<file path="src/hdl/bmc_pkg.sv">
// shared types, constants and codes for the ball motion and collision step
package bmc_pkg;

	localparam int Q_FRAC   = 16;
	localparam int Q_W      = 32;
	localparam int MUL_A_W  = 42;
	localparam int MUL_B_W  = 25;
	localparam int PROD_W   = MUL_A_W + MUL_B_W;
	localparam int RND_W    = PROD_W - Q_FRAC;
	localparam int SUM_W    = RND_W + 2;
	localparam int GEOM_W   = 34;
	localparam int FRIC_W   = 34;
	localparam int PADDR_W  = 5;
	localparam int PDATA_W  = 32;

	localparam logic signed [PROD_W-1:0] RND_HALF = PROD_W'(1) <<< (Q_FRAC - 1);

	localparam logic [23:0] MASS_GAIN_RST     = 24'd655360;
	localparam logic [15:0] FRICTION_RATE_RST = 16'd6554;
	localparam logic [15:0] BOUNCE_RATE_RST   = 16'd45875;
	localparam logic [31:0] GRAVITY_ACCEL_RST = 32'd642253;
	localparam logic [11:0] FIELD_WIDTH_RST   = 12'd800;
	localparam logic [11:0] FIELD_HEIGHT_RST  = 12'd600;
	localparam logic [9:0]  BALL_EXTENT_RST   = 10'd100;

	typedef enum logic [2:0] {
		OP_SET_FORCE = 3'd0,
		OP_IMPULSE   = 3'd1,
		OP_EDGE      = 3'd2,
		OP_BOX       = 3'd3,
		OP_INTEGRATE = 3'd4
	} op_e;

	typedef enum logic [2:0] {
		REG_MASS_GAIN     = 3'd0,
		REG_FRICTION_RATE = 3'd1,
		REG_BOUNCE_RATE   = 3'd2,
		REG_GRAVITY_ACCEL = 3'd3,
		REG_FIELD_WIDTH   = 3'd4,
		REG_FIELD_HEIGHT  = 3'd5,
		REG_BALL_EXTENT   = 3'd6
	} reg_e;

	typedef enum logic [1:0] {
		EDGE_RIGHT  = 2'd0,
		EDGE_LEFT   = 2'd1,
		EDGE_BOTTOM = 2'd2,
		EDGE_TOP    = 2'd3
	} edge_e;

	typedef enum logic [4:0] {
		S_IDLE,
		S_SIMPLE,
		S_EDGE,
		S_EDGE_BNC,
		S_BOX_A,
		S_BOX_B,
		S_BOX_BNC,
		S_I1,
		S_I2,
		S_I3,
		S_I4,
		S_I5,
		S_I6,
		S_I7,
		S_I8,
		S_I9,
		S_DONE
	} state_e;

	typedef enum logic [3:0] {
		MUL_NONE,
		MUL_FM,
		MUL_FMDT,
		MUL_GDT,
		MUL_VXDT,
		MUL_VYDT,
		MUL_FRIC,
		MUL_FRDT,
		MUL_BX,
		MUL_BY
	} mul_sel_e;

	typedef enum logic [3:0] {
		WB_NONE,
		WB_FM,
		WB_FRIC,
		WB_VX_ADD,
		WB_VX_SUB,
		WB_VY_ADD,
		WB_VY_IMP,
		WB_BX_ADD,
		WB_BY_ADD,
		WB_VX_BOUNCE,
		WB_VY_BOUNCE
	} wb_sel_e;

	typedef enum logic [3:0] {
		POS_NONE,
		POS_ER,
		POS_EL,
		POS_EB,
		POS_ET,
		POS_BOX_R,
		POS_BOX_L,
		POS_BOX_B,
		POS_BOX_T
	} pos_sel_e;

	typedef struct packed {
		logic [23:0] mass_gain;
		logic [15:0] friction_rate;
		logic [15:0] bounce_rate;
		logic [31:0] gravity_accel;
		logic [11:0] field_width;
		logic [11:0] field_height;
		logic [9:0]  ball_extent;
	} cfg_t;

	typedef struct packed {
		logic     in_ready;
		logic     load;
		logic     force_load;
		mul_sel_e mul_sel;
		wb_sel_e  wb_sel;
		pos_sel_e pos_sel;
		logic     set_hit;
		logic     box_capture;
		logic     emit;
	} ctrl_cmd_t;

	typedef struct packed {
		logic edge_r;
		logic edge_l;
		logic edge_b;
		logic edge_t;
		logic box_ovl;
		logic box_horiz;
		logic box_pick_r;
		logic box_pick_b;
		logic out_free;
	} dp_status_t;

endpackage

</file>
<file path="src/hdl/bmc_cfg.sv">
// configuration register file behind the apb port
module bmc_cfg (
	input  logic                         clk,
	input  logic                         arst_n,
	input  logic                         psel,
	input  logic                         penable,
	input  logic                         pwrite,
	input  logic [bmc_pkg::PADDR_W-1:0]  paddr,
	input  logic [bmc_pkg::PDATA_W-1:0]  pwdata,
	output logic [bmc_pkg::PDATA_W-1:0]  prdata,
	output logic                         pready,
	output bmc_pkg::cfg_t                cfg
);
	import bmc_pkg::*;

	cfg_t       cfg_q;
	logic [2:0] reg_idx;
	logic       wr_en;

	assign reg_idx = paddr[PADDR_W-1:2];
	assign wr_en   = psel && penable && pwrite;
	assign pready  = 1'b1;
	assign cfg     = cfg_q;

	always_ff @(posedge clk or negedge arst_n) begin
		if (!arst_n) begin
			cfg_q.mass_gain     <= MASS_GAIN_RST;
			cfg_q.friction_rate <= FRICTION_RATE_RST;
			cfg_q.bounce_rate   <= BOUNCE_RATE_RST;
			cfg_q.gravity_accel <= GRAVITY_ACCEL_RST;
			cfg_q.field_width   <= FIELD_WIDTH_RST;
			cfg_q.field_height  <= FIELD_HEIGHT_RST;
			cfg_q.ball_extent   <= BALL_EXTENT_RST;
		end else if (wr_en) begin
			unique case (reg_idx)
				REG_MASS_GAIN:     cfg_q.mass_gain     <= pwdata[23:0];
				REG_FRICTION_RATE: cfg_q.friction_rate <= pwdata[15:0];
				REG_BOUNCE_RATE:   cfg_q.bounce_rate   <= pwdata[15:0];
				REG_GRAVITY_ACCEL: cfg_q.gravity_accel <= pwdata[31:0];
				REG_FIELD_WIDTH:   cfg_q.field_width   <= pwdata[11:0];
				REG_FIELD_HEIGHT:  cfg_q.field_height  <= pwdata[11:0];
				REG_BALL_EXTENT:   cfg_q.ball_extent   <= pwdata[9:0];
				default: ;
			endcase
		end
	end

	always_comb begin
		unique case (reg_idx)
			REG_MASS_GAIN:     prdata = {8'd0, cfg_q.mass_gain};
			REG_FRICTION_RATE: prdata = {16'd0, cfg_q.friction_rate};
			REG_BOUNCE_RATE:   prdata = {16'd0, cfg_q.bounce_rate};
			REG_GRAVITY_ACCEL: prdata = cfg_q.gravity_accel;
			REG_FIELD_WIDTH:   prdata = {20'd0, cfg_q.field_width};
			REG_FIELD_HEIGHT:  prdata = {20'd0, cfg_q.field_height};
			REG_BALL_EXTENT:   prdata = {22'd0, cfg_q.ball_extent};
			default:           prdata = '0;
		endcase
	end

endmodule

</file>
<file path="config.mk">
export PLATFORM = sky130hd
export DESIGN_NAME = bmc_cfg
export DESIGN_NICKNAME = d
export VERILOG_FILES = /design/src/hdl/bmc_pkg.sv /design/src/hdl/bmc_cfg.sv
export SDC_FILE = /design/constraint.sdc
export NUM_CORES = 1
export LEC_CHECK = 0
export BUFFER_PORTS_ARGS = -buffer_cell sky130_fd_sc_hd__buf_2
export CORE_MARGIN = 1.5
export CORE_UTILIZATION = 43
export DETAILED_ROUTE_END_ITERATION = 10
export GPL_TIMING_DRIVEN = 1
export PLACE_DENSITY = 0.77
export SLEW_MARGIN = 20
export SYNTH_ARGS = -nofsm -noshare
export SYNTH_HDL_FRONTEND = slang
export SYNTH_SLANG_ARGS = --single-unit
</file>
<file path="constraint.sdc">
create_clock -name clk -period 2.3 [get_ports clk]
set_input_delay 0.23 -clock clk [delete_from_list [all_inputs] [get_ports clk]]
set_output_delay 0.23 -clock clk [all_outputs]
set_load 0.01 [all_outputs]
</file>
Word level (Yosys, flattened, before mapping)

Index checks and enable logic that the tools add are counted.

Bits in registers: 122
Bits in latches: 0
Memory bits (writable): 0
Bits in read-only memories: 0
Input port bits: 42
Output and inout bits: 155
Logic and storage cells: 24
Memories kept: 0

Add/subtract/negate cells: 0
$mul: 0
Div/mod/pow operators: 0
Order comparisons: 0
Eq/ne operators: 6
Shifts and indexed selects: 0
Multiplexer cells: 1
Bitwise operators: 0
Reductions and logical operators: 10

Operators by type and width:

| operator                                                              | count |
|---|---|
| 32-bit case mux with 7 select lines                                   | 1 |
| 2-bit AND reduction                                                   | 7 |
| 3-bit equality test, second input constant                            | 3 |
| 3-bit by 2-bit equality test with 1-bit output, second input constant | 2 |
| 3-bit by 1-bit equality test with 1-bit output, second input constant | 1 |
| 3-bit logical NOT                                                     | 1 |
| 1-bit logical AND                                                     | 2 |

Longest topological paths before layout

Gate-level depths: netlist (run 1).

Word-level depth: 3
Gate-level depth with buffers: 6
Depth with buffers taken out: 3

Least setup slack after synthesis (run 1)

OpenSTA, ideal clock, no wires.

Path type: input to output
Start: input paddr[4] in the netlist's numbering
End: output prdata[0] in the netlist's numbering
Arrival time: 1.349 ns
Slack: 0.721 ns
Stages: 5
Path buffers: 2
Cells stage by stage: buf_2 -> buf_2 -> mux2_2 -> a221oi_1 -> o21ai_0

Cells in the longest elaborated chain, start to end: 2
Elaborated cells between the ends (all ways): 8

RTL lines:

| element                                     | RTL line      | RTL |
|---|---|---|
| start: declaration                          | bmc_cfg.sv:8  | `input logic [bmc_pkg::PADDR_W-1:0] paddr,` |
| 3-bit equality test (tied with other cells) | bmc_cfg.sv:49 | `unique case (reg_idx)` |
| 32-bit case mux with 7 select lines (*)     | bmc_cfg.sv:49 |  |
| end: declaration                            | bmc_cfg.sv:10 | `output logic [bmc_pkg::PDATA_W-1:0] prdata,` |

Every way passes the cells marked *; elsewhere a longest branch is shown, timed or not.

Final worst setup path (run 1)

Start: input paddr[4] in the netlist's numbering
End: output prdata[9] in the netlist's numbering

Same word-level chain as after synthesis.

==> flow_summary.json, run 1 <==
{
  "synth-edff-count": 0,
  "cts-resized-gates": 0,
  "syn_area_mm2": 0.00574,
  "h-tree-depth": 4,
  "coreArea_mm2": 0.0131,
  "syn_avg_cell_area_um2": 14.0,
  "row_count": 42,
  "grt_max_degree": 62,
  "vdd_ir_drop_max_mv": 0.591,
  "p_seq_frac": 0.414,
  "place.gp.congestion": 0.826,
  "ys_ff_latch": 122,
  "initial_core_util": 0.437,
  "clk_path_buf_depth": 2,
  "power_per_cell_area_mw_per_mm2": 946,
  "synthCells": 411,
  "clock_skew_ns": 0,
  "hp-class": "input pin to flop",
  "r2r_cells": 1,
  "first_pass_iters": 4,
  "final_util": 0.584,
  "hold_violations": 0,
  "dpl_cell_area_mm2": 0.00707,
  "setup_violations": 0,
  "r2r-end": "cfg[109]",
  "io_pins": 197,
  "tns_ns": 0,
  "largest_reg_flops": 122,
  "synth_commonest_cells": "mux2_2 (140), dfrtp_1 (83), dfstp_2 (39)",
  "antenna_found_initial": 0,
  "reg2reg_from": "cfg[109]",
  "cp-start-kind": "input pin",
  "fin_crit_ns": 1.97,
  "drtAntennaViolNets": 0,
  "synthTopCellsByArea": "dfrtp_1 (36%), mux2_2 (27%), dfstp_2 (18%), mux4_2 (2.0%), nor2b_1 (1.6%)",
  "maxCapViolCount": 0,
  "grt_pass1_vias": 4434,
  "worst_slew_pin_slew_ns": 0.514,
  "maxSlewHeadroom": 0.657,
  "antennaDiodeCount": 0,
  "p_leak_nw": 3.72,
  "cts_tree": "done",
  "p_clk_frac": 0.360,
  "min_period_over_period": 0.858,
  "cts.sinks": 122,
  "layout-drive-gt1-share": 0.697,
  "post_cts_buffers": 0,
  "synth.largest_area_cell": "dfrtp_1",
  "dieArea_mm2": 0.0141,
  "clk-insertion-delay-late_ns": 0.40,
  "drc": 0,
  "synth_nets": 453,
  "wl_per_cell_um": 19.2,
  "die-width_um": 119,
  "holdWs_ns": 0.0484,
  "grt_usage": 0.229,
  "clkTransAtPathRegs_ns": 0.05,
  "synth-seq-area-share": 0.540,
  "outcome": "finished, final reports clean",
  "critPathCapture": "prdata[9]",
  "cts_root_buf": "clkbuf_16",
  "synthArstFlopShare": 1.00,
  "synth_ff_type": "dfrtp_1",
  "arrival_ns": 1.74,
  "holdBufCountCts": 1,
  "port_buffers": 193,
  "p_int_mw": 5.26,
  "nets": 666,
  "fmax_mhz": 507,
  "ff2ff_setup_slack_ns": 1.49,
  "slew_viol_final": 0,
  "crit_start": "paddr[4]",
  "area_growth_pct": 33.6,
  "netSwitchingFraction": 0.275,
  "ys_types": 31,
  "gr-total-overflow": 0,
  "wl_um": 15600,
  "worstSetupPathType": "input pin to output port",
  "ys_warn_count": 0,
  "via_count": 4320,
  "cp.required_ns": 2.07,
  "numCtsBuffers": 17,
  "netlist.area_leader.share": 0.362,
  "synth_most_common_cell": "mux2_2",
  "rsz0062_at_grt": "false",
  "drtIter0Drc": 258,
  "hpwl_um": 11300,
  "die_y_um": 119,
  "combPwrFrac": 0.226,
  "grt_pass1_wl_um": 24400,
  "netSwitchingPower_mw": 1.99,
  "fin_area_mm2": 0.00767,
  "critPathCaptureType": "output port",
  "cp_max_fo": 16,
  "routed_via_density": 5.31
}
final cells by class:
class                   instances  area (µm²)
fillers                      1079        5460
flip-flops and latches        122        3100
multi-input cells             260        2500
repair buffers                223        1260
clock buffers                  25         505
well taps                     176         220
clock inverters                 7        87.6
worst max-delay path, stage by stage:
cell and delay [ns]:
buf_2 0.33, buf_12 0.22, mux2_2 0.34, a221oi_1 0.29, o21ai_0 0.16, buf_2 0.16
metal layers:
metal,global-route usage,share of wire
met5,0,0
met4,0.0730,0.011
met3,0.0681,0.076
met2,0.375,0.49
met1,0.292,0.42
cells by family (layout without fill, tap and decap cells):
| family | count (synthesis) | in the layout | synth area share |
|---|---|---|---|
| flip-flops | 122 | 122 | 0.540 |
| other | 1 | 1 | 0.000653 |
| buffers and inverters | 29 | 255 | 0.0270 |
| multiplexers | 151 | 151 | 0.305 |
| AND/OR/NAND/NOR | 66 | 66 | 0.0793 |
| AO/OA/AOI/OAI | 42 | 42 | 0.0481 |
layout by cell type (no fill, tap or decap):
| cell type | n |
|---|---|
| bufinv_16 | 2 |
| dfrtp_1 | 83 |
| a21oi_1 | 12 |
| mux2_1 | 2 |
| a32oi_1 | 2 |
| nand2_1 | 1 |
| clkinvlp_4 | 1 |
| clkinv_2 | 4 |
| nor3_2 | 1 |
| mux2_2 | 140 |
| nor2b_1 | 15 |
| clkbuf_16 | 17 |
| nor3b_1 | 9 |
| conb_1 | 1 |
| buf_4 | 25 |
| nor3_4 | 1 |
| and2_1 | 9 |
| clkbuf_1 | 3 |
| buf_2 | 192 |
| a211o_1 | 1 |
| mux4_2 | 5 |
| nand4b_4 | 1 |
| a221oi_1 | 8 |
| o21ai_0 | 9 |
| nor4bb_1 | 8 |
| mux2i_1 | 4 |
| dfstp_2 | 39 |
| nor2_1 | 10 |
| nor2_2 | 5 |
| clkbuf_8 | 5 |
| nand4_1 | 1 |
| buf_12 | 5 |
| nand2b_1 | 2 |
| nor4b_1 | 2 |
| dlygate4sd3_1 | 1 |
| nor2_4 | 1 |
| o211ai_1 | 2 |
| a22oi_1 | 8 |
how the worst min path moves through the flow:
stage,start,slack [ns],cells past startpoint,end
final,pwdata[30],0.05,2,cfg[64]
after global routing,pwdata[27],0.04,2,cfg[61]
after CTS,pwdata[30],0.03,2,cfg[64]
after detailed placement,arst_n,0.22,1,cfg[73]
after global placement,arst_n,0.22,1,cfg[7]
after floorplan,arst_n,-0.07,0,cfg[0]
stage by stage:
stage,instances,worst slack [ns],total power [mW]
6_report,813,0.327,7.26
5_1_grt,813,0.233,7.59
4_1_cts,813,0.335,7.34
3_5_place_dp,780,0.335,4.68
3_3_place_gp,780,0.322,4.60
2_1_floorplan,411,0.721,3.87
power by group through the flow:
stage	Sequential [mW]	Clock, mW	Combinational (mW)
detailed placement	3.03	0	1.65
CTS	3.00	2.67	1.66
finish	3.00	2.61	1.64
global placement	2.99	0	1.62
floorplan	3.17	0	0.703
global route	3.06	2.76	1.77
Note: power is estimated with default switching activity, not from simulation.
==> run 2: changes to the inputs <==
==> constraint.sdc (replaced) <==
create_clock -name clk -period 2.2 [get_ports clk]
set_input_delay 0.22 -clock clk [delete_from_list [all_inputs] [get_ports clk]]
set_output_delay 0.22 -clock clk [all_outputs]
set_load 0.01 [all_outputs]
==> flow_summary.json, run 2 (same netlist as run 1, synthesis figures left out) <==
{
  "fin_crit_ns": 1.93,
  "dieArea_mm2": 0.0141,
  "io_pins": 197,
  "antennaDiodeCount": 0,
  "worstSetupPathType": "input pin to output port",
  "initial_core_util": 0.437,
  "cp-start-kind": "input pin",
  "netSwitchingPower_mw": 2.16,
  "first_pass_iters": 4,
  "finalNonFillerCells": 816,
  "area_growth_pct": 34.3,
  "final_util": 0.587,
  "slew_viol_final": 0,
  "hp-class": "input pin to flop",
  "maxCapViolCount": 0,
  "post_cts_buffers": 0,
  "arrival_ns": 1.71,
  "layout_commonest_cell": "buf_2",
  "clk-insertion-delay-late_ns": 0.40,
  "cts-resized-gates": 0,
  "fmax_mhz": 517,
  "drtAntennaViolNets": 0,
  "antenna_found_initial": 0,
  "maxSlewHeadroom": 0.533,
  "grt_pass1_wl_um": 25100,
  "via_count": 4292,
  "critPathCaptureType": "output port",
  "grt_usage": 0.234,
  "place.gp.congestion": 0.815,
  "tns_ns": 0,
  "coreArea_mm2": 0.0131,
  "port_buffers": 193,
  "grt_max_degree": 123,
  "outcome": "finished, final reports clean",
  "cts.sinks": 122,
  "die_y_um": 119,
  "drtIter0Drc": 230,
  "die-width_um": 119,
  "p_seq_frac": 0.401,
  "p_clk_frac": 0.380,
  "numCtsBuffers": 17,
  "rsz0062_at_grt": "false",
  "largest_reg_flops": 122,
  "vdd_ir_drop_max_mv": 0.510,
  "setup_violations": 0,
  "hpwl_um": 11100,
  "numPlacedInstances": 783,
  "h-tree-depth": 4,
  "cts_root_buf": "clkbuf_16",
  "drc": 0,
  "clock_skew_ns": 0,
  "layout-drive-gt1-share": 0.703,
  "wl_um": 15800,
  "clkTransAtPathRegs_ns": 0.06,
  "cp.required_ns": 1.98,
  "final_cell_mix": "buf_2 (192), mux2_2 (140), dfrtp_1 (83), dfstp_2 (39), buf_4 (30)",
  "row_count": 42,
  "hold_violations": 0,
  "p_leak_nw": 3.74,
  "gr-total-overflow": 0,
  "cp_max_fo": 14,
  "wl_per_cell_um": 19.3,
  "nets": 669,
  "netSwitchingFraction": 0.276,
  "min_period_over_period": 0.879,
  "p_int_mw": 5.66,
  "routed_via_density": 5.26,
  "combPwrFrac": 0.219,
  "worst_slew_pin_slew_ns": 0.701,
  "clk_path_buf_depth": 2,
  "cts_tree": "done",
  "grt_pass1_vias": 4542,
  "power_per_cell_area_mw_per_mm2": 1010
}
-- run 2: critical path, cell delays in order --
cell	delay [ns]
buf_2	0.25
buf_4	0.26
mux2_2	0.35
a221oi_1	0.32
o21ai_0	0.14
buf_2	0.16
-- run 2: worst paths after layout --
path	from	end	slack (ns)	depth (start not counted)
max reg2reg	cfg[97]	cfg[97]	1.39	1
min in group asynchronous	arst_n	cfg[7]	0.40	3
max in group asynchronous	arst_n	cfg[76]	1.23	3
min reg2reg	cfg[64]	cfg[64]	0.52	1
max	paddr[4]	prdata[0]	0.27	6
min	pwdata[30]	cfg[64]	0.03	2
-- run 2: per-layer routing --
metal  part of all wire  vias to the layer above  GRT usage  wire, µm
met5                  0                        -          0         0
met4              0.016                        0     0.0813       252
met1               0.42                     2140      0.300      6660
li1                   -                     1946          -         -
met3              0.074                       21     0.0652      1170
met2               0.49                      185      0.383      7680
-- run 2: what timing repair did --
item	CTS	global route
hold buffers	1	0
endpoints found under the setup margin	0	0
endpoints found under the hold margin	83	0
-- run 2: cell type report --
cell class,instances,area [µm²]
well taps,176,220
clock buffers,20,467
clock inverters,12,170
repair buffers,226,1260
flip-flops and latches,122,3100
multi-input cells,260,2500
fillers,1072,5420
-- run 2: through the flow --
stage	power, mW	setup slack, ns	hold WS [ns]	area (µm²)
final	7.82	0.267	0.0316	7710
after global routing	8.20	0.155	0.0197	7710
after CTS	7.90	0.236	0.0196	7710
after detailed placement	4.89	0.255	0.370	7070
after global placement	4.81	0.331	0.352	7070
after floorplan	4.04	0.641	-0.0756	5740
-- run 2: power groups by stage --
stage	registers, mW	clock network [mW]	logic (mW)
2_1_floorplan	3.31	0	0.735
3_3_place_gp	3.12	0	1.69
3_5_place_dp	3.16	0	1.73
4_1_cts	3.13	3.03	1.74
5_1_grt	3.20	3.14	1.86
6_report	3.13	2.97	1.72
==> run 3: changes to the inputs <==
--- a/config.mk
+++ b/config.mk
@@ -10,7 +10,7 @@
 export CORE_UTILIZATION = 43
 export DETAILED_ROUTE_END_ITERATION = 10
 export GPL_TIMING_DRIVEN = 1
-export PLACE_DENSITY = 0.77
+export PLACE_DENSITY_LB_ADDON = 0.05
 export SLEW_MARGIN = 20
 export SYNTH_ARGS = -nofsm -noshare
 export SYNTH_HDL_FRONTEND = slang
==> flow_summary.json, run 3 (same netlist as run 1, synthesis figures left out) <==
{
  "outcome": "finished, final reports clean",
  "io_pins": 197,
  "dieArea_mm2": 0.0141,
  "maxSlewHeadroom": 0.639,
  "power_mw": 7.57,
  "hp-class": "input pin to flop",
  "final_cell_mix": "buf_2 (192), mux2_2 (140), dfrtp_1 (83), dfstp_2 (39), buf_4 (28)",
  "h-tree-depth": 4,
  "post_cts_buffers": 0,
  "power_per_cell_area_mw_per_mm2": 987,
  "min_period_over_period": 0.874,
  "hold_violations": 0,
  "drtAntennaViolNets": 0,
  "port_buffers": 193,
  "path_cells": "buf_2, buf_12, mux2_2, a221oi_1, o21ai_0, buf_2",
  "wl_per_cell_um": 18.5,
  "hpwl_um": 10800,
  "cp.required_ns": 1.98,
  "holdWs_ns": 0.0293,
  "wl_um": 15100,
  "crit_start": "paddr[4]",
  "finalNonFillerCells": 815,
  "cts_root_buf": "clkbuf_16",
  "via_count": 4225,
  "fin_area_mm2": 0.00767,
  "vdd_ir_drop_max_mv": 0.540,
  "arrival_ns": 1.70,
  "place_ws_ns": 0.295,
  "routed_via_density": 5.18,
  "clkTransAtPathRegs_ns": 0.05,
  "worst-path-buf-inv": 3,
  "clk_path_buf_depth": 2,
  "r2r_cells": 1,
  "drtIter0Drc": 164,
  "maxCapViolCount": 0,
  "cp_max_fo": 28,
  "nets": 668,
  "numCtsBuffers": 17,
  "min_to": "cfg[64]",
  "clock_skew_ns": 0,
  "gr-total-overflow": 0,
  "p_leak_nw": 3.71,
  "fmax_mhz": 520,
  "fin_crit_ns": 1.92,
  "layout-drive-gt1-share": 0.700,
  "setup_violations": 0,
  "cp_slowest_stage_delay_ns": 0.35,
  "slew_viol_final": 0,
  "final_util": 0.584,
  "r2r-end": "cfg[46]",
  "layout_commonest_cell": "buf_2",
  "cp-start-kind": "input pin",
  "first_pass_iters": 4,
  "dpl_cell_area_mm2": 0.00707,
  "critical_path.top_delay_family": "buffers and inverters",
  "crit_path_top_delay_cell": "mux2_2",
  "die_y_um": 119,
  "cts_tree": "done",
  "reg2reg_from": "cfg[46]",
  "rsz0062_at_grt": "false",
  "antenna_found_initial": 0,
  "antennaDiodeCount": 0,
  "grt_usage": 0.227,
  "clk-insertion-delay-late_ns": 0.41,
  "critPathCaptureType": "output port",
  "worstHoldStart": "pwdata[30]",
  "worst_slew_pin_slew_ns": 0.541,
  "drc": 0,
  "tns_ns": 0,
  "largest_reg_flops": 122,
  "coreArea_mm2": 0.0131,
  "ff2ff_setup_slack_ns": 1.40,
  "grt_max_degree": 70,
  "min_path_cells": 2,
  "area_growth_pct": 33.5,
  "place.gp.congestion": 0.782,
  "cts.sinks": 122,
  "path_common_cell": "buf_2",
  "row_count": 42,
  "setup_slack_ns": 0.278,
  "numPlacedInstances": 782,
  "initial_core_util": 0.437,
  "worstSetupPathType": "input pin to output port",
  "grt_pass1_wl_um": 24100,
  "grt_pass1_vias": 4400,
  "die-width_um": 119
}
==> run 3: cell count changes in the layout (fill, tap and decap cells not counted), sizes merged <==
cell	change
clkbuf	-1
clkinvlp	+1
clkinv	+1
bufinv	-1
buf	-1
==> run 3: cell type report <==
class	count	area, µm²
fill	1163	5470
sequential	122	3100
multi-input combinational	260	2500
timing repair buffer	225	1260
clock buffer	19	433
tap	176	220
clock inverter	13	153
==> run 3: worst max-delay path by stage <==
stage	endpoint	slack (ns)	cells after the start
final	prdata[4]	0.28	6
after global routing	prdata[4]	0.17	6
after CTS	prdata[11]	0.27	3
after detailed placement	prdata[4]	0.30	6
after global placement	prdata[4]	0.33	6
after floorplan	prdata[0]	0.64	5
==> run 3: metal layers <==
metal | GRT usage | share of wire | vias up | routed length, µm
met5 | 0 | 0 | - | 0
met4 | 0.0813 | 0.014 | 0 | 216
met3 | 0.0700 | 0.066 | 17 | 987
met2 | 0.384 | 0.50 | 139 | 7570
met1 | 0.273 | 0.42 | 2128 | 6290
li1 | - | - | 1941 | -
==> run 3: where the power goes <==
part / total (mW) / switching, mW / internal (mW)
Combinational: 1.70 / 0.798 / 0.899
Sequential: 3.13 / 0.335 / 2.79
Clock: 2.74 / 0.976 / 1.76
Total: 7.57 / 2.11 / 5.46
==> run 3: repair_timing <==
action / 4_1_cts / 5_1_grt
hold buffers: 1 / 0
gates resized for setup: 0 / 0
hold endpoints to repair: 83 / 0
setup endpoints to repair: 0 / 0
