**src/hdl/bmc_pkg.sv**
```systemverilog
// shared types, constants and codes for the ball motion and collision step
package bmc_pkg;

	localparam int Q_FRAC   = 16;
	localparam int Q_W      = 32;
	localparam int MUL_A_W  = 42;
	localparam int MUL_B_W  = 25;
	localparam int PROD_W   = MUL_A_W + MUL_B_W;
	localparam int RND_W    = PROD_W - Q_FRAC;
	localparam int SUM_W    = RND_W + 2;
	localparam int GEOM_W   = 34;
	localparam int FRIC_W   = 34;
	localparam int PADDR_W  = 5;
	localparam int PDATA_W  = 32;

	localparam logic signed [PROD_W-1:0] RND_HALF = PROD_W'(1) <<< (Q_FRAC - 1);

	localparam logic [23:0] MASS_GAIN_RST     = 24'd655360;
	localparam logic [15:0] FRICTION_RATE_RST = 16'd6554;
	localparam logic [15:0] BOUNCE_RATE_RST   = 16'd45875;
	localparam logic [31:0] GRAVITY_ACCEL_RST = 32'd642253;
	localparam logic [11:0] FIELD_WIDTH_RST   = 12'd800;
	localparam logic [11:0] FIELD_HEIGHT_RST  = 12'd600;
	localparam logic [9:0]  BALL_EXTENT_RST   = 10'd100;

	typedef enum logic [2:0] {
		OP_SET_FORCE = 3'd0,
		OP_IMPULSE   = 3'd1,
		OP_EDGE      = 3'd2,
		OP_BOX       = 3'd3,
		OP_INTEGRATE = 3'd4
	} op_e;

	typedef enum logic [2:0] {
		REG_MASS_GAIN     = 3'd0,
		REG_FRICTION_RATE = 3'd1,
		REG_BOUNCE_RATE   = 3'd2,
		REG_GRAVITY_ACCEL = 3'd3,
		REG_FIELD_WIDTH   = 3'd4,
		REG_FIELD_HEIGHT  = 3'd5,
		REG_BALL_EXTENT   = 3'd6
	} reg_e;

	typedef enum logic [1:0] {
		EDGE_RIGHT  = 2'd0,
		EDGE_LEFT   = 2'd1,
		EDGE_BOTTOM = 2'd2,
		EDGE_TOP    = 2'd3
	} edge_e;

	typedef enum logic [4:0] {
		S_IDLE,
		S_SIMPLE,
		S_EDGE,
		S_EDGE_BNC,
		S_BOX_A,
		S_BOX_B,
		S_BOX_BNC,
		S_I1,
		S_I2,
		S_I3,
		S_I4,
		S_I5,
		S_I6,
		S_I7,
		S_I8,
		S_I9,
		S_DONE
	} state_e;

	typedef enum logic [3:0] {
		MUL_NONE,
		MUL_FM,
		MUL_FMDT,
		MUL_GDT,
		MUL_VXDT,
		MUL_VYDT,
		MUL_FRIC,
		MUL_FRDT,
		MUL_BX,
		MUL_BY
	} mul_sel_e;

	typedef enum logic [3:0] {
		WB_NONE,
		WB_FM,
		WB_FRIC,
		WB_VX_ADD,
		WB_VX_SUB,
		WB_VY_ADD,
		WB_VY_IMP,
		WB_BX_ADD,
		WB_BY_ADD,
		WB_VX_BOUNCE,
		WB_VY_BOUNCE
	} wb_sel_e;

	typedef enum logic [3:0] {
		POS_NONE,
		POS_ER,
		POS_EL,
		POS_EB,
		POS_ET,
		POS_BOX_R,
		POS_BOX_L,
		POS_BOX_B,
		POS_BOX_T
	} pos_sel_e;

	typedef struct packed {
		logic [23:0] mass_gain;
		logic [15:0] friction_rate;
		logic [15:0] bounce_rate;
		logic [31:0] gravity_accel;
		logic [11:0] field_width;
		logic [11:0] field_height;
		logic [9:0]  ball_extent;
	} cfg_t;

	typedef struct packed {
		logic     in_ready;
		logic     load;
		logic     force_load;
		mul_sel_e mul_sel;
		wb_sel_e  wb_sel;
		pos_sel_e pos_sel;
		logic     set_hit;
		logic     box_capture;
		logic     emit;
	} ctrl_cmd_t;

	typedef struct packed {
		logic edge_r;
		logic edge_l;
		logic edge_b;
		logic edge_t;
		logic box_ovl;
		logic box_horiz;
		logic box_pick_r;
		logic box_pick_b;
		logic out_free;
	} dp_status_t;

endpackage

```
**src/hdl/bmc_ctrl.sv**
```systemverilog
// controller state machine sequencing the shared multiplier and writebacks
module bmc_ctrl (
	input  logic                clk,
	input  logic                arst_n,
	input  logic                in_valid,
	input  logic [2:0]          in_op,
	input  bmc_pkg::dp_status_t st,
	output bmc_pkg::ctrl_cmd_t  cmd
);
	import bmc_pkg::*;

	state_e     state_q, state_d;
	edge_e      edge_idx_q, edge_idx_d;
	logic       axis_q, axis_d;
	logic [2:0] op_q;
	logic       edge_hit;
	logic       edge_last;

	always_ff @(posedge clk or negedge arst_n) begin
		if (!arst_n) begin
			state_q    <= S_IDLE;
			edge_idx_q <= EDGE_RIGHT;
			axis_q     <= 1'b0;
			op_q       <= OP_SET_FORCE;
		end else begin
			state_q    <= state_d;
			edge_idx_q <= edge_idx_d;
			axis_q     <= axis_d;
			if (cmd.load) begin
				op_q <= in_op;
			end
		end
	end

	always_comb begin
		unique case (edge_idx_q)
			EDGE_RIGHT:  edge_hit = st.edge_r;
			EDGE_LEFT:   edge_hit = st.edge_l;
			EDGE_BOTTOM: edge_hit = st.edge_b;
			EDGE_TOP:    edge_hit = st.edge_t;
			default:     edge_hit = 1'b0;
		endcase
	end

	assign edge_last = (edge_idx_q == EDGE_TOP);

	always_comb begin
		state_d         = state_q;
		edge_idx_d      = edge_idx_q;
		axis_d          = axis_q;
		cmd             = '0;
		cmd.mul_sel     = MUL_NONE;
		cmd.wb_sel      = WB_NONE;
		cmd.pos_sel     = POS_NONE;
		unique case (state_q)
			S_IDLE: begin
				cmd.in_ready = 1'b1;
				if (in_valid) begin
					cmd.load   = 1'b1;
					edge_idx_d = EDGE_RIGHT;
					priority if (in_op == OP_EDGE) begin
						state_d = S_EDGE;
					end else if (in_op == OP_BOX) begin
						state_d = S_BOX_A;
					end else if (in_op == OP_INTEGRATE) begin
						state_d = S_I1;
					end else begin
						state_d = S_SIMPLE;
					end
				end
			end
			S_SIMPLE: begin
				if (op_q == OP_SET_FORCE) begin
					cmd.force_load = 1'b1;
				end else if (op_q == OP_IMPULSE) begin
					cmd.wb_sel = WB_VY_IMP;
				end
				state_d = S_DONE;
			end
			S_EDGE: begin
				if (edge_hit) begin
					cmd.set_hit = 1'b1;
					unique case (edge_idx_q)
						EDGE_RIGHT:  cmd.pos_sel = POS_ER;
						EDGE_LEFT:   cmd.pos_sel = POS_EL;
						EDGE_BOTTOM: cmd.pos_sel = POS_EB;
						EDGE_TOP:    cmd.pos_sel = POS_ET;
						default:     cmd.pos_sel = POS_NONE;
					endcase
					cmd.mul_sel = edge_idx_q[1] ? MUL_BY : MUL_BX;
					state_d     = S_EDGE_BNC;
				end else if (edge_last) begin
					state_d = S_DONE;
				end else begin
					edge_idx_d = edge_e'(edge_idx_q + 2'd1);
				end
			end
			S_EDGE_BNC: begin
				cmd.wb_sel = edge_idx_q[1] ? WB_VY_BOUNCE : WB_VX_BOUNCE;
				if (edge_last) begin
					state_d = S_DONE;
				end else begin
					edge_idx_d = edge_e'(edge_idx_q + 2'd1);
					state_d    = S_EDGE;
				end
			end
			S_BOX_A: begin
				cmd.box_capture = 1'b1;
				state_d         = S_BOX_B;
			end
			S_BOX_B: begin
				if (st.box_ovl) begin
					cmd.set_hit = 1'b1;
					if (st.box_horiz) begin
						cmd.pos_sel = st.box_pick_r ? POS_BOX_R : POS_BOX_L;
						cmd.mul_sel = MUL_BX;
						axis_d      = 1'b0;
					end else begin
						cmd.pos_sel = st.box_pick_b ? POS_BOX_B : POS_BOX_T;
						cmd.mul_sel = MUL_BY;
						axis_d      = 1'b1;
					end
					state_d = S_BOX_BNC;
				end else begin
					state_d = S_DONE;
				end
			end
			S_BOX_BNC: begin
				cmd.wb_sel = axis_q ? WB_VY_BOUNCE : WB_VX_BOUNCE;
				state_d    = S_DONE;
			end
			S_I1: begin
				cmd.mul_sel = MUL_FM;
				state_d     = S_I2;
			end
			S_I2: begin
				cmd.wb_sel  = WB_FM;
				cmd.mul_sel = MUL_GDT;
				state_d     = S_I3;
			end
			S_I3: begin
				cmd.wb_sel  = WB_VY_ADD;
				cmd.mul_sel = MUL_FMDT;
				state_d     = S_I4;
			end
			S_I4: begin
				cmd.wb_sel  = WB_VX_ADD;
				cmd.mul_sel = MUL_VYDT;
				state_d     = S_I5;
			end
			S_I5: begin
				cmd.wb_sel  = WB_BY_ADD;
				cmd.mul_sel = MUL_VXDT;
				state_d     = S_I6;
			end
			S_I6: begin
				cmd.wb_sel  = WB_BX_ADD;
				cmd.mul_sel = MUL_FRIC;
				state_d     = S_I7;
			end
			S_I7: begin
				cmd.wb_sel = WB_FRIC;
				state_d    = S_I8;
			end
			S_I8: begin
				cmd.mul_sel = MUL_FRDT;
				state_d     = S_I9;
			end
			S_I9: begin
				cmd.wb_sel = WB_VX_SUB;
				state_d    = S_DONE;
			end
			S_DONE: begin
				if (st.out_free) begin
					cmd.emit = 1'b1;
					state_d  = S_IDLE;
				end
			end
			default: begin
				state_d = S_IDLE;
			end
		endcase
	end

endmodule

```
**config.mk**
```make
export PLATFORM = sky130hd
export DESIGN_NAME = bmc_ctrl
export DESIGN_NICKNAME = d
export VERILOG_FILES = /design/src/hdl/bmc_pkg.sv /design/src/hdl/bmc_ctrl.sv
export SDC_FILE = /design/constraint.sdc
export NUM_CORES = 1
export LEC_CHECK = 0
export BUFFER_PORTS_ARGS = -buffer_cell sky130_fd_sc_hd__buf_2
export CORE_MARGIN = 2
export CORE_UTILIZATION = 46
export CTS_CLUSTER_DIAMETER = 50
export CTS_CLUSTER_SIZE = 40
export DETAILED_ROUTE_END_ITERATION = 10
export PLACE_DENSITY = 0.75
export SLEW_MARGIN = 5
export SYNTH_ARGS = -nofsm -noshare
export SYNTH_HDL_FRONTEND = slang
export SYNTH_SLANG_ARGS = --single-unit
```
**constraint.sdc**
```tcl
create_clock -name clk -period 1.6 [get_ports clk]
set_input_delay 0.08 -clock clk [delete_from_list [all_inputs] [get_ports clk]]
set_output_delay 0.08 -clock clk [all_outputs]
set_load 0.05 [all_outputs]
```
==> impl_metrics.yaml, run 1 <==
outcome:
  status: "did not finish"
  haltStage: "global routing"
  error_line: "[ERROR DPL-0038] Utilization greater than 100%, impossible to legalize"
synthesis:
  yosysTopAreaCell: "dfrtp_1"
  synth_nets: 163
  synth_top_family_by_area: "simple AND/OR/NAND/NOR gates"
  synth_ff_type: "dfrtp_1"
  yosys_warnings: 0
  yosysUniqueCellTypes: 47
  synth_cells: 143
  synth_simple_gate_area_frac: 0.3269
  synth.most_common_cell: "nor2_1"
  async_flop_share: 1.000
  synthTopCellsByCount: "nor2_1, o21ai_0, dfrtp_1, nand2_1, a21oi_1"
  netlist_area_mm2: 0.001102
  synth-seq-cells: 11
  netlist.area_leader.share: 0.2497
  yosysSeqAreaShare: 0.2497
  muxShareOfSynthArea: 0.05448
  synth_edf_count: 0
  avgSynthCellArea_um2: 7.708
  synth_compound_area_frac: 0.2293
  netlist_top_cells_area: "dfrtp_1, ha_1, o21ai_0, nor2_1, nand2_1"
  synth_fa_ha_area_frac: 0.05675
  synth_xor_area_frac: 0.01589
floorplanning:
  fp.dieH_um: 52.95
  die-width_um: 52.95
  row_count: 17
  initial_utilization: 0.4936
  ios: 33
cts:
  cts.sinks: 11
  htreeDepth: 1
  clockBufferDepth: 2
  root_buffer: "clkbuf_4"
  cts_buffers: 3
global_routing:
  grt_max_degree: 16
timing:
  worst_endpoint: "cmd[4]"
  endpoint_type: "top-level output"
place:
  gp_congestion: 0.8606
  dp_hpwl_um: 2616
  io_buffers: 32
## per-stage QoR
stage	instance area, µm²	cells	setup WS [ns]	util
after CTS	2027	248	-0.4644	0.9076
after detailed placement	1625	226	-0.2739	0.7277
after global placement	1625	226	-0.1743	0.7277
after floorplan	1239	143	-0.3580	-
## cell families after synthesis
family                   count (synthesis)
flip-flops                              11
buffers and inverters                   16
multiplexers                             5
AO/OA/AOI/OAI                           39
XOR/XNOR                                 2
adder cells (fa/ha/maj)                  5
AND/OR/NAND/NOR                         65
## what timing repair did
| item | 4_1_cts |
|---|---|
| pin swaps | 11 |
| hold buffers | 1 |
| gates cloned | 0 |
| resized for setup | 67 |
| hold endpoints to repair | 11 |
| setup endpoints to repair | 26 |
| buffers inserted | 17 |
==> run 2: changes to the inputs <==
--- a/config.mk
+++ b/config.mk
@@ -6,12 +6,10 @@
 export NUM_CORES = 1
 export LEC_CHECK = 0
 export BUFFER_PORTS_ARGS = -buffer_cell sky130_fd_sc_hd__buf_2
-export CORE_MARGIN = 2
-export CORE_UTILIZATION = 46
-export CTS_CLUSTER_DIAMETER = 50
-export CTS_CLUSTER_SIZE = 40
+export CORE_AREA = 2 2 63 65
 export DETAILED_ROUTE_END_ITERATION = 10
-export PLACE_DENSITY = 0.75
+export DIE_AREA = 0 0 65 67
+export PLACE_DENSITY_LB_ADDON = 0.15
 export SLEW_MARGIN = 5
 export SYNTH_ARGS = -nofsm -noshare
 export SYNTH_HDL_FRONTEND = slang
==> constraint.sdc (replaced) <==
create_clock -name clk -period 2.1 [get_ports clk]
set_input_delay 0.105 -clock clk [delete_from_list [all_inputs] [get_ports clk]]
set_output_delay 0.105 -clock clk [all_outputs]
set_load 0.05 [all_outputs]
==> impl_metrics.yaml, run 2 <==
synthesis:
  synth_ff_type: "dfrtp_1"
  yosysUniqueCellTypes: 47
  synth_cells: 143
  yosys_warnings: 0
  netlist.area_leader.share: 0.2497
  async_flop_share: 1.000
  synth.most_common_cell: "nor2_1"
  synth_edf_count: 0
  avgSynthCellArea_um2: 7.708
  netlist_top_cells_area: "dfrtp_1, ha_1, o21ai_0, nor2_1, nand2_1"
  yosysSeqAreaShare: 0.2497
  yosysTopAreaCell: "dfrtp_1"
  synth_nets: 163
  synthTopCellsByCount: "nor2_1, o21ai_0, dfrtp_1, nand2_1, a21oi_1"
  netlist_area_mm2: 0.001102
  synth-seq-cells: 11
routing:
  first_iter_violations: 47
  drc: 0
  final_antenna_net_count: 0
  wl_per_cell_um: 14.50
  drt-vias-per-instance: 5.250
  firstDrtPassIters: 4
  routed_wl_um: 3364
  vias: 1218
setup_path:
  worstPathMaxFanout: 5
  critPathArrivalTime_ns: 1.95
  r2r_slack_ns: 0.24
  cp-end-kind: "output port"
  path_class: "flip-flop to output port"
  critical_path_required_ns: 2.00
  crit_path_start_kind: "flip-flop"
layout:
  final_cell_mix: "buf_2, nor2_1, buf_4"
  antenna_cells: 0
  nets: 205
  reg_top3: "state_q x5, op_q x3, edge_idx_q x2"
  largest_reg_flops: 5
  fillers: 396
  layout_commonest_cell: "buf_2"
  layout-drive-gt1-share: 0.3804
  largest-register: "state_q"
  area_delta_synth_final_pct: 37.80
  stdcell_area_mm2: 0.001519
timing:
  rsz0062_at_grt: "yes"
  finalSetupViolCount: 0
  worstMarginPinSlew_ns: 0.3126
  maxSlewViolCount: 0
  clock.fmax_mhz: 487.5
  relSlewSlack: 0.7916
  hold_violations: 0
  period_share: 0.9768
  finClkSkew_ns: 0.01049
  layout_min_cycle_time_ns: 2.051
floorplanning:
  fp.dieH_um: 67
  die-width_um: 65
  ios: 33
  core_mm2: 0.003606
  die_area_mm2: 0.004355
  initial_utilization: 0.3057
  row_count: 22
global_routing:
  grt_pass1_wl_um: 5209
  track_usage: 0.1547
  gr-total-overflow: 0
  grt_pass1_vias: 1116
  grt_antenna_before_repair: 0
  grt_max_degree: 20
place:
  io_buffers: 32
  dp_hpwl_um: 2539
  dpl-instance-area_mm2: 0.001359
  gp_congestion: 0.8807
cts:
  clk_pin_slew_ns: 0.06
  cts_tree: "built"
  cts_buffers: 3
  clkLatencyLatePin_ns: 0.25
  root_buffer: "clkbuf_8"
  htreeDepth: 1
  clockBufferDepth: 2
  cts.sinks: 11
job:
  drv_cap: 0
power_and_ir_drop:
  power.density_mw_per_mm2: 1385
  irDropWorstVdd_mv: 0.5817
  finalPower_mw: 2.103
  power.leakage_nw: 0.7311
hold_path:
  hold_path_class: "primary input to flip-flop"
outcome:
  status: "finished, final reports clean"
## run 2: worst max-delay path, cell delays in order (launching register included)
cell and delay, ns:
dfrtp_2 0.42, inv_2 0.07, ha_1 0.19, a221o_1 0.35, o21ai_2 0.20, nor2_4 0.08
a22o_1 0.23, buf_6 0.15
## run 2: per-layer routing
metal	up-vias	global-route usage	wire length [µm]
met2	36	0.2577	1580
met3	4	0.01689	181
met4	0	0.06383	51
met1	579	0.2024	1551
li1	599	-	-
met5	-	0	0
## run 2: area by class of cell
class	instances	area [µm²]	area share
well taps	48	60.06	0.03954
flip-flops and latches	11	279.0	0.1837
clock buffers	4	45.04	0.02965
inverters	7	26.28	0.01730
repair buffers	46	297.8	0.1960
multi-input cells	116	810.8	0.5338
## run 2: kinds of logic (layout without fill, tap and decap cells)
| family | Yosys count | after routing | share of synthesized area |
|---|---|---|---|
| flip-flops | 11 | 11 | 0.2497 |
| adder cells (fa/ha/maj) | 5 | 5 | 0.05675 |
| multiplexers | 5 | 5 | 0.05449 |
| AND/OR/NAND/NOR | 65 | 65 | 0.3269 |
| XOR/XNOR | 2 | 2 | 0.01589 |
| buffers and inverters | 16 | 57 | 0.06697 |
| AO/OA/AOI/OAI | 39 | 39 | 0.2293 |
## run 2: worst paths after layout
path	start	to	cells after the start
setup reg to reg	edge_idx_q[1]	state_q[1]	7
setup / recovery	edge_idx_q[1]	cmd[4]	7
hold reg to reg	op_q[2]	op_q[2]	2
hold / removal	st[0]	state_q[4]	2
max in group asynchronous	arst_n	state_q[2]	2
min in group asynchronous	arst_n	op_q[0]	2
## run 2: repair_timing
| item | in CTS | in global routing |
|---|---|---|
| setup buffers | 2 | 2 |
| setup endpoints to repair | 6 | 8 |
| gates resized for setup | 7 | 21 |
| hold endpoints to repair | 11 | 0 |
| pin swaps | 2 | 5 |
| hold buffers | 1 | 0 |
## run 2: report_power, final
part           total [mW]  leakage, nW  switching (mW)  internal [mW]
registers           0.398        0.138           0.105          0.293
clock network       0.226       0.0228          0.0922          0.134
logic                1.48        0.570           0.914          0.564
total                2.10        0.731            1.11          0.992
## run 2: metrics by stage
stage	hold WS (ns)	cells	setup WS [ns]	TNS, ns	util
after floorplan	-0.1906	143	0.1240	0	-
after global placement	0.005205	223	0.1686	0	0.3768
after detailed placement	0.004223	223	0.1130	0	0.3768
after CTS	0.08680	230	0.004044	0	0.4015
after global routing	0.07840	232	-0.02458	-0.09553	0.4212
final	0.08701	232	0.04865	0	0.4212
(Power assumes the default switching activity.)
==> run 3: changes to the inputs <==
--- a/config.mk
+++ b/config.mk
@@ -10,6 +10,7 @@
 export DETAILED_ROUTE_END_ITERATION = 10
 export DIE_AREA = 0 0 65 67
 export PLACE_DENSITY_LB_ADDON = 0.15
+export REMOVE_ABC_BUFFERS = 1
 export SLEW_MARGIN = 5
 export SYNTH_ARGS = -nofsm -noshare
 export SYNTH_HDL_FRONTEND = slang
==> impl_metrics.yaml, run 3 (synthesized netlist as in run 2, its figures left out) <==
outcome:
  status: "finished, final reports clean"
setup_path:
  worstRegToRegCells: 8
  worstPathMaxFanout: 5
  path_cells: "inv_1, ha_1, a221o_1, o21ai_4, nor2_4, a22o_1, buf_6"
  critPathArrivalTime_ns: 1.93
  critPathMaxStageDelay_ns: 0.39
  path_class: "flip-flop to output port"
  cp-end-kind: "output port"
  crit_path_start_kind: "flip-flop"
  r2r_slack_ns: 0.14
  slowest_stage: "dfrtp_2"
  critical_path_required_ns: 2.00
layout:
  antenna_cells: 0
  final_cell_mix: "buf_2, buf_4, nor2_1"
  multi_input_area_um2: 783.3
  largest-register: "state_q"
  reg_top3: "state_q x5, op_q x3, edge_idx_q x2"
  area_delta_synth_final_pct: 36.78
  largest_reg_flops: 5
  post-route-util: 0.4181
  regArea_um2: 279.0
  layout-drive-gt1-share: 0.3636
  nets: 208
  layout_commonest_cell: "buf_2"
  fillers: 382
floorplanning:
  initial_utilization: 0.3057
  die_area_mm2: 0.004355
  ios: 33
  core_mm2: 0.003606
  row_count: 22
  fp.dieH_um: 67
  die-width_um: 65
power_and_ir_drop:
  clockPowerShare: 0.107
  irDropWorstVdd_mv: 0.5306
  combPwrFrac: 0.710
  power.net_switching_mw: 1.095
  p_sw_frac: 0.5207
  p_int_mw: 1.008
  power.leakage_nw: 0.7395
  power_frac_seq: 0.184
  power.density_mw_per_mm2: 1395
hold_path:
  hold_path_class: "primary input to flip-flop"
  worstHoldPathCells: 2
timing:
  worstMarginPinSlew_ns: 0.3420
  finalSetupViolCount: 0
  hold_violations: 0
  rsz0062_at_grt: "no"
  layout_min_cycle_time_ns: 2.035
  relSlewSlack: 0.7699
  hold_slack_ns: 0.07475
  period_share: 0.9689
  clock.fmax_mhz: 491.5
  maxSlewViolCount: 0
  finClkSkew_ns: 0.005339
job:
  drv_cap: 0
routing:
  first_iter_violations: 33
  firstDrtPassIters: 4
  drt-vias-per-instance: 5.055
  final_antenna_net_count: 0
  wl_per_cell_um: 13.72
  drc: 0
  vias: 1188
  routed_wl_um: 3224
global_routing:
  grt_pass1_vias: 1134
  grt_antenna_before_repair: 0
  grt_max_degree: 18
  grt_pass1_wl_um: 5306
  track_usage: 0.1586
  gr-total-overflow: 0
cts:
  cts_tree: "built"
  root_buffer: "clkbuf_8"
  clkLatencyLatePin_ns: 0.24
  cts.sinks: 11
  cts_buffers: 3
  clockBufferDepth: 2
  clk_pin_slew_ns: 0.06
  htreeDepth: 1
place:
  io_buffers: 32
  dp_hpwl_um: 2430
  gp_congestion: 0.7962
-- run 3: cell count changes in the layout (fill, tap and decap cells not counted), sizes merged --
cell	change
buf	+3
-- run 3: per-stage QoR --
stage / TNS, ns / std cells / power [mW] / cell area, µm² / setup WS, ns
floorplan: -1.120 / 134 / 1.365 / 1055 / -0.3389
global placement: 0 / 225 / 1.754 / 1358 / 0.1657
detailed placement: 0 / 225 / 1.757 / 1358 / 0.1049
CTS: 0 / 232 / 2.039 / 1448 / 0.006719
global route: 0 / 235 / 2.260 / 1508 / 0.001237
finish: 0 / 235 / 2.103 / 1508 / 0.06536
-- run 3: final timing paths --
path                               startpoint            end
worst max-delay path            edge_idx_q[1]         cmd[4]
worst min-delay path                    st[0]     state_q[4]
worst max register to register  edge_idx_q[1]  edge_idx_q[0]
worst min register to register        op_q[2]        op_q[2]
max in group asynchronous              arst_n     state_q[2]
min in group asynchronous              arst_n        op_q[0]
-- run 3: cell type report --
cell class / instances / share of cell area
sequential: 11 / 0.1851
timing repair buffer: 49 / 0.2083
tap: 48 / 0.03983
multi-input combinational: 116 / 0.5195
inverter: 7 / 0.01743
clock buffer: 4 / 0.02988
-- run 3: timing repair --
item                                   CTS  global route
hold buffers                             1             0
resized for setup                        9            12
endpoints found under the hold margin   11             0
gates cloned                             0             0
buffers inserted                         2             3
setup endpoints to repair                7             8
pin swaps                                2             4
-- run 3: power by group through the flow --
stage / clock network [mW] / logic, mW / registers (mW)
floorplan: 0 / 0.929 / 0.436
global placement: 0 / 1.37 / 0.388
detailed placement: 0 / 1.37 / 0.389
CTS: 0.231 / 1.42 / 0.385
global route: 0.236 / 1.63 / 0.397
finish: 0.224 / 1.49 / 0.386
-- run 3: worst max-delay path: cells and delay by family, from the launching register on --
kind / cells / cell delay, ns
fa+ha+maj: 1 / 0.20
buf+inv: 2 / 0.25
simple gates: 1 / 0.07
compound gates: 3 / 0.77
flops: 1 / 0.39
-- run 3: per-layer routing --
| metal | vias up | track usage | wire length, µm |
|---|---|---|---|
| met5 | - | 0 | 0 |
| met4 | 0 | 0.05585 | 44 |
| met3 | 5 | 0.02196 | 136 |
| met2 | 33 | 0.2668 | 1521 |
| met1 | 549 | 0.2065 | 1521 |
| li1 | 601 | - | - |
==> run 4: changes to the inputs <==
--- a/config.mk
+++ b/config.mk
@@ -5,7 +5,10 @@
 export SDC_FILE = /design/constraint.sdc
 export NUM_CORES = 1
 export LEC_CHECK = 0
+export ABC_AREA = 1
 export BUFFER_PORTS_ARGS = -buffer_cell sky130_fd_sc_hd__buf_2
+export CELL_PAD_IN_SITES_DETAIL_PLACEMENT = 1
+export CELL_PAD_IN_SITES_GLOBAL_PLACEMENT = 1
 export CORE_AREA = 2 2 63 65
 export DETAILED_ROUTE_END_ITERATION = 10
 export DIE_AREA = 0 0 65 67
==> impl_metrics.yaml, run 4 <==
outcome:
  status: "finished, final reports clean"
cts:
  cts_buffers: 3
  root_buffer: "clkbuf_8"
  htreeDepth: 1
  clkLatencyLatePin_ns: 0.24
  cts_tree: "built"
  post-cts-setup-buffers: 0
  clk_pin_slew_ns: 0.06
  cts.sinks: 11
  clockBufferDepth: 2
synthesis:
  synth_ff_type: "dfrtp_1"
  async_flop_share: 1.000
  synth_cells: 182
  netlist_top_cells_area: "dfrtp_1, nand2_1, nor2_1, inv_1, ha_1"
  synth.most_common_cell: "nand2_1"
  avgSynthCellArea_um2: 6.270
  yosys_warnings: 0
  netlist_area_mm2: 0.001141
  netlist.area_leader.share: 0.2412
  yosysTopAreaCell: "dfrtp_1"
  synth_edf_count: 0
  yosysSeqAreaShare: 0.2412
  synth-seq-cells: 11
  yosysUniqueCellTypes: 29
  synthTopCellsByCount: "nand2_1, nor2_1, inv_1, nand3_1, dfrtp_1"
floorplanning:
  fp.dieH_um: 67
  die-width_um: 65
  row_count: 22
  core_mm2: 0.003606
  initial_utilization: 0.3164
  die_area_mm2: 0.004355
  ios: 33
layout:
  layout_commonest_cell: "nand2_1"
  largest-register: "state_q"
  final_cell_mix: "nand2_1, buf_2, nor2_1"
  antenna_cells: 0
  fillers: 494
  largest_reg_flops: 5
  regArea_um2: 277.8
  layout-drive-gt1-share: 0.3073
  post-route-util: 0.4015
  multi_input_area_um2: 768.2
  nets: 239
  area_delta_synth_final_pct: 26.86
  reg_top3: "state_q x5, op_q x3, edge_idx_q x2"
routing:
  final_antenna_net_count: 0
  drt-vias-per-instance: 4.737
  met2WireLength_um: 1835
  firstDrtPassIters: 4
  met1_length_um: 1625
  routed_wl_um: 3615
  vias: 1260
  drc: 0
  top_layer_used: "met4"
  first_iter_violations: 40
  wl_per_cell_um: 13.59
  wl_met3_um: 134
global_routing:
  grt_pass1_vias: 1263
  grt_antenna_before_repair: 0
  grt_pass1_wl_um: 5899
  gr-total-overflow: 0
  track_usage: 0.1823
  grt_max_degree: 12
timing:
  layout_min_cycle_time_ns: 1.946
  maxSlewViolCount: 0
  clock.fmax_mhz: 513.8
  finalSetupViolCount: 0
  worstMarginPinSlew_ns: 0.4572
  period_share: 0.9268
  relSlewSlack: 0.6952
  hold_violations: 0
  hold_slack_ns: 0.1375
  finClkSkew_ns: 0.001303
  rsz0062_at_grt: "no"
power_and_ir_drop:
  power.density_mw_per_mm2: 1203
  power.leakage_nw: 0.8192
  irDropWorstVdd_mv: 0.4516
setup_path:
  r2r-start: "edge_idx_q[1]"
  critPathArrivalTime_ns: 1.84
  critical_path_required_ns: 2.00
  path_class: "flip-flop to output port"
  reg2reg_to: "state_q[1]"
  worstPathMaxFanout: 7
  crit_path_start_kind: "flip-flop"
  cp-end-kind: "output port"
  r2r_slack_ns: 0.40
  worstRegToRegCells: 10
place:
  io_buffers: 32
  dp_hpwl_um: 3008
  gp_congestion: 0.8502
job:
  drv_cap: 0
hold_path:
  worst_hold_startpoint: "st[3]"
  worstHoldEndpoint: "axis_q"
  worstHoldPathCells: 2
  hold_path_class: "primary input to flip-flop"
==> run 4: changes by cell type after synthesis, moves of 6 or more <==
| cell | before | now |
|---|---|---|
| nor2_1 | 15 | 27 |
| inv_1 | 7 | 23 |
| nand2b_1 | 6 | 0 |
| nand3_1 | 5 | 12 |
| nand2_1 | 11 | 50 |
==> run 4: metal layers <==
layer  up-vias  track usage
met2        21       0.3363
li1        647            -
met4         0      0.03989
met1       590       0.2213
met5         -            0
met3         2      0.02872
==> run 4: cell families (layout without fill, tap and decap cells) <==
logic type	Yosys count	count (layout)	synth area share
and+or+nand+nor	116	116	0.4989
adders and majority gates	5	5	0.05482
DFF	11	11	0.2412
buffers and inverters	30	66	0.1042
AOI/OAI and AO/OA	20	20	0.1009
==> run 4: worst max-delay path by stage <==
stage / start / to
2_1_floorplan: state_q[1] / cmd[15]
3_3_place_gp: edge_idx_q[0] / cmd[11]
3_5_place_dp: edge_idx_q[1] / cmd[11]
4_1_cts: edge_idx_q[1] / cmd[11]
5_1_grt: edge_idx_q[1] / cmd[4]
6_report: edge_idx_q[1] / cmd[3]
==> run 4: repair_timing <==
item | CTS | global route
gates resized for setup | 4 | 10
pin swaps | 0 | 1
hold buffers | 1 | 0
hold endpoints to repair | 11 | 0
setup endpoints to repair | 3 | 5
==> run 4: power breakdown <==
group	internal (mW)	switching (mW)	leakage (nW)
logic	0.307	0.808	0.655
clock network	0.134	0.0947	0.0228
registers	0.287	0.111	0.141
==> run 4: area by class of cell <==
cell class	instances	share of cell area
clock buffers	4	0.03111
inverters	29	0.07692
multi-input cells	141	0.5307
flip-flops and latches	11	0.1919
well taps	48	0.04149
repair buffers	33	0.1279
==> run 4: critical path, stage by stage (launching register included) <==
cell	delay [ns]
dfrtp_2	0.44
inv_2	0.11
ha_1	0.18
inv_1	0.06
nand2_1	0.08
nor2_1	0.05
nor2_2	0.21
nand2_4	0.12
o21ai_2	0.17
buf_6	0.17
==> run 4: per-stage QoR <==
step / worst slack [ns] / TNS [ns] / total power, mW / cell area [µm²] / std cells
after floorplan: -0.2402 / -0.2529 / 1.216 / 1134 / 181
after global placement: 0.3396 / 0 / 1.462 / 1354 / 261
after detailed placement: 0.2096 / 0 / 1.485 / 1354 / 261
after CTS: 0.07569 / 0 / 1.731 / 1419 / 266
after global routing: 0.001765 / 0 / 1.869 / 1448 / 266
final: 0.1538 / 0 / 1.741 / 1448 / 266
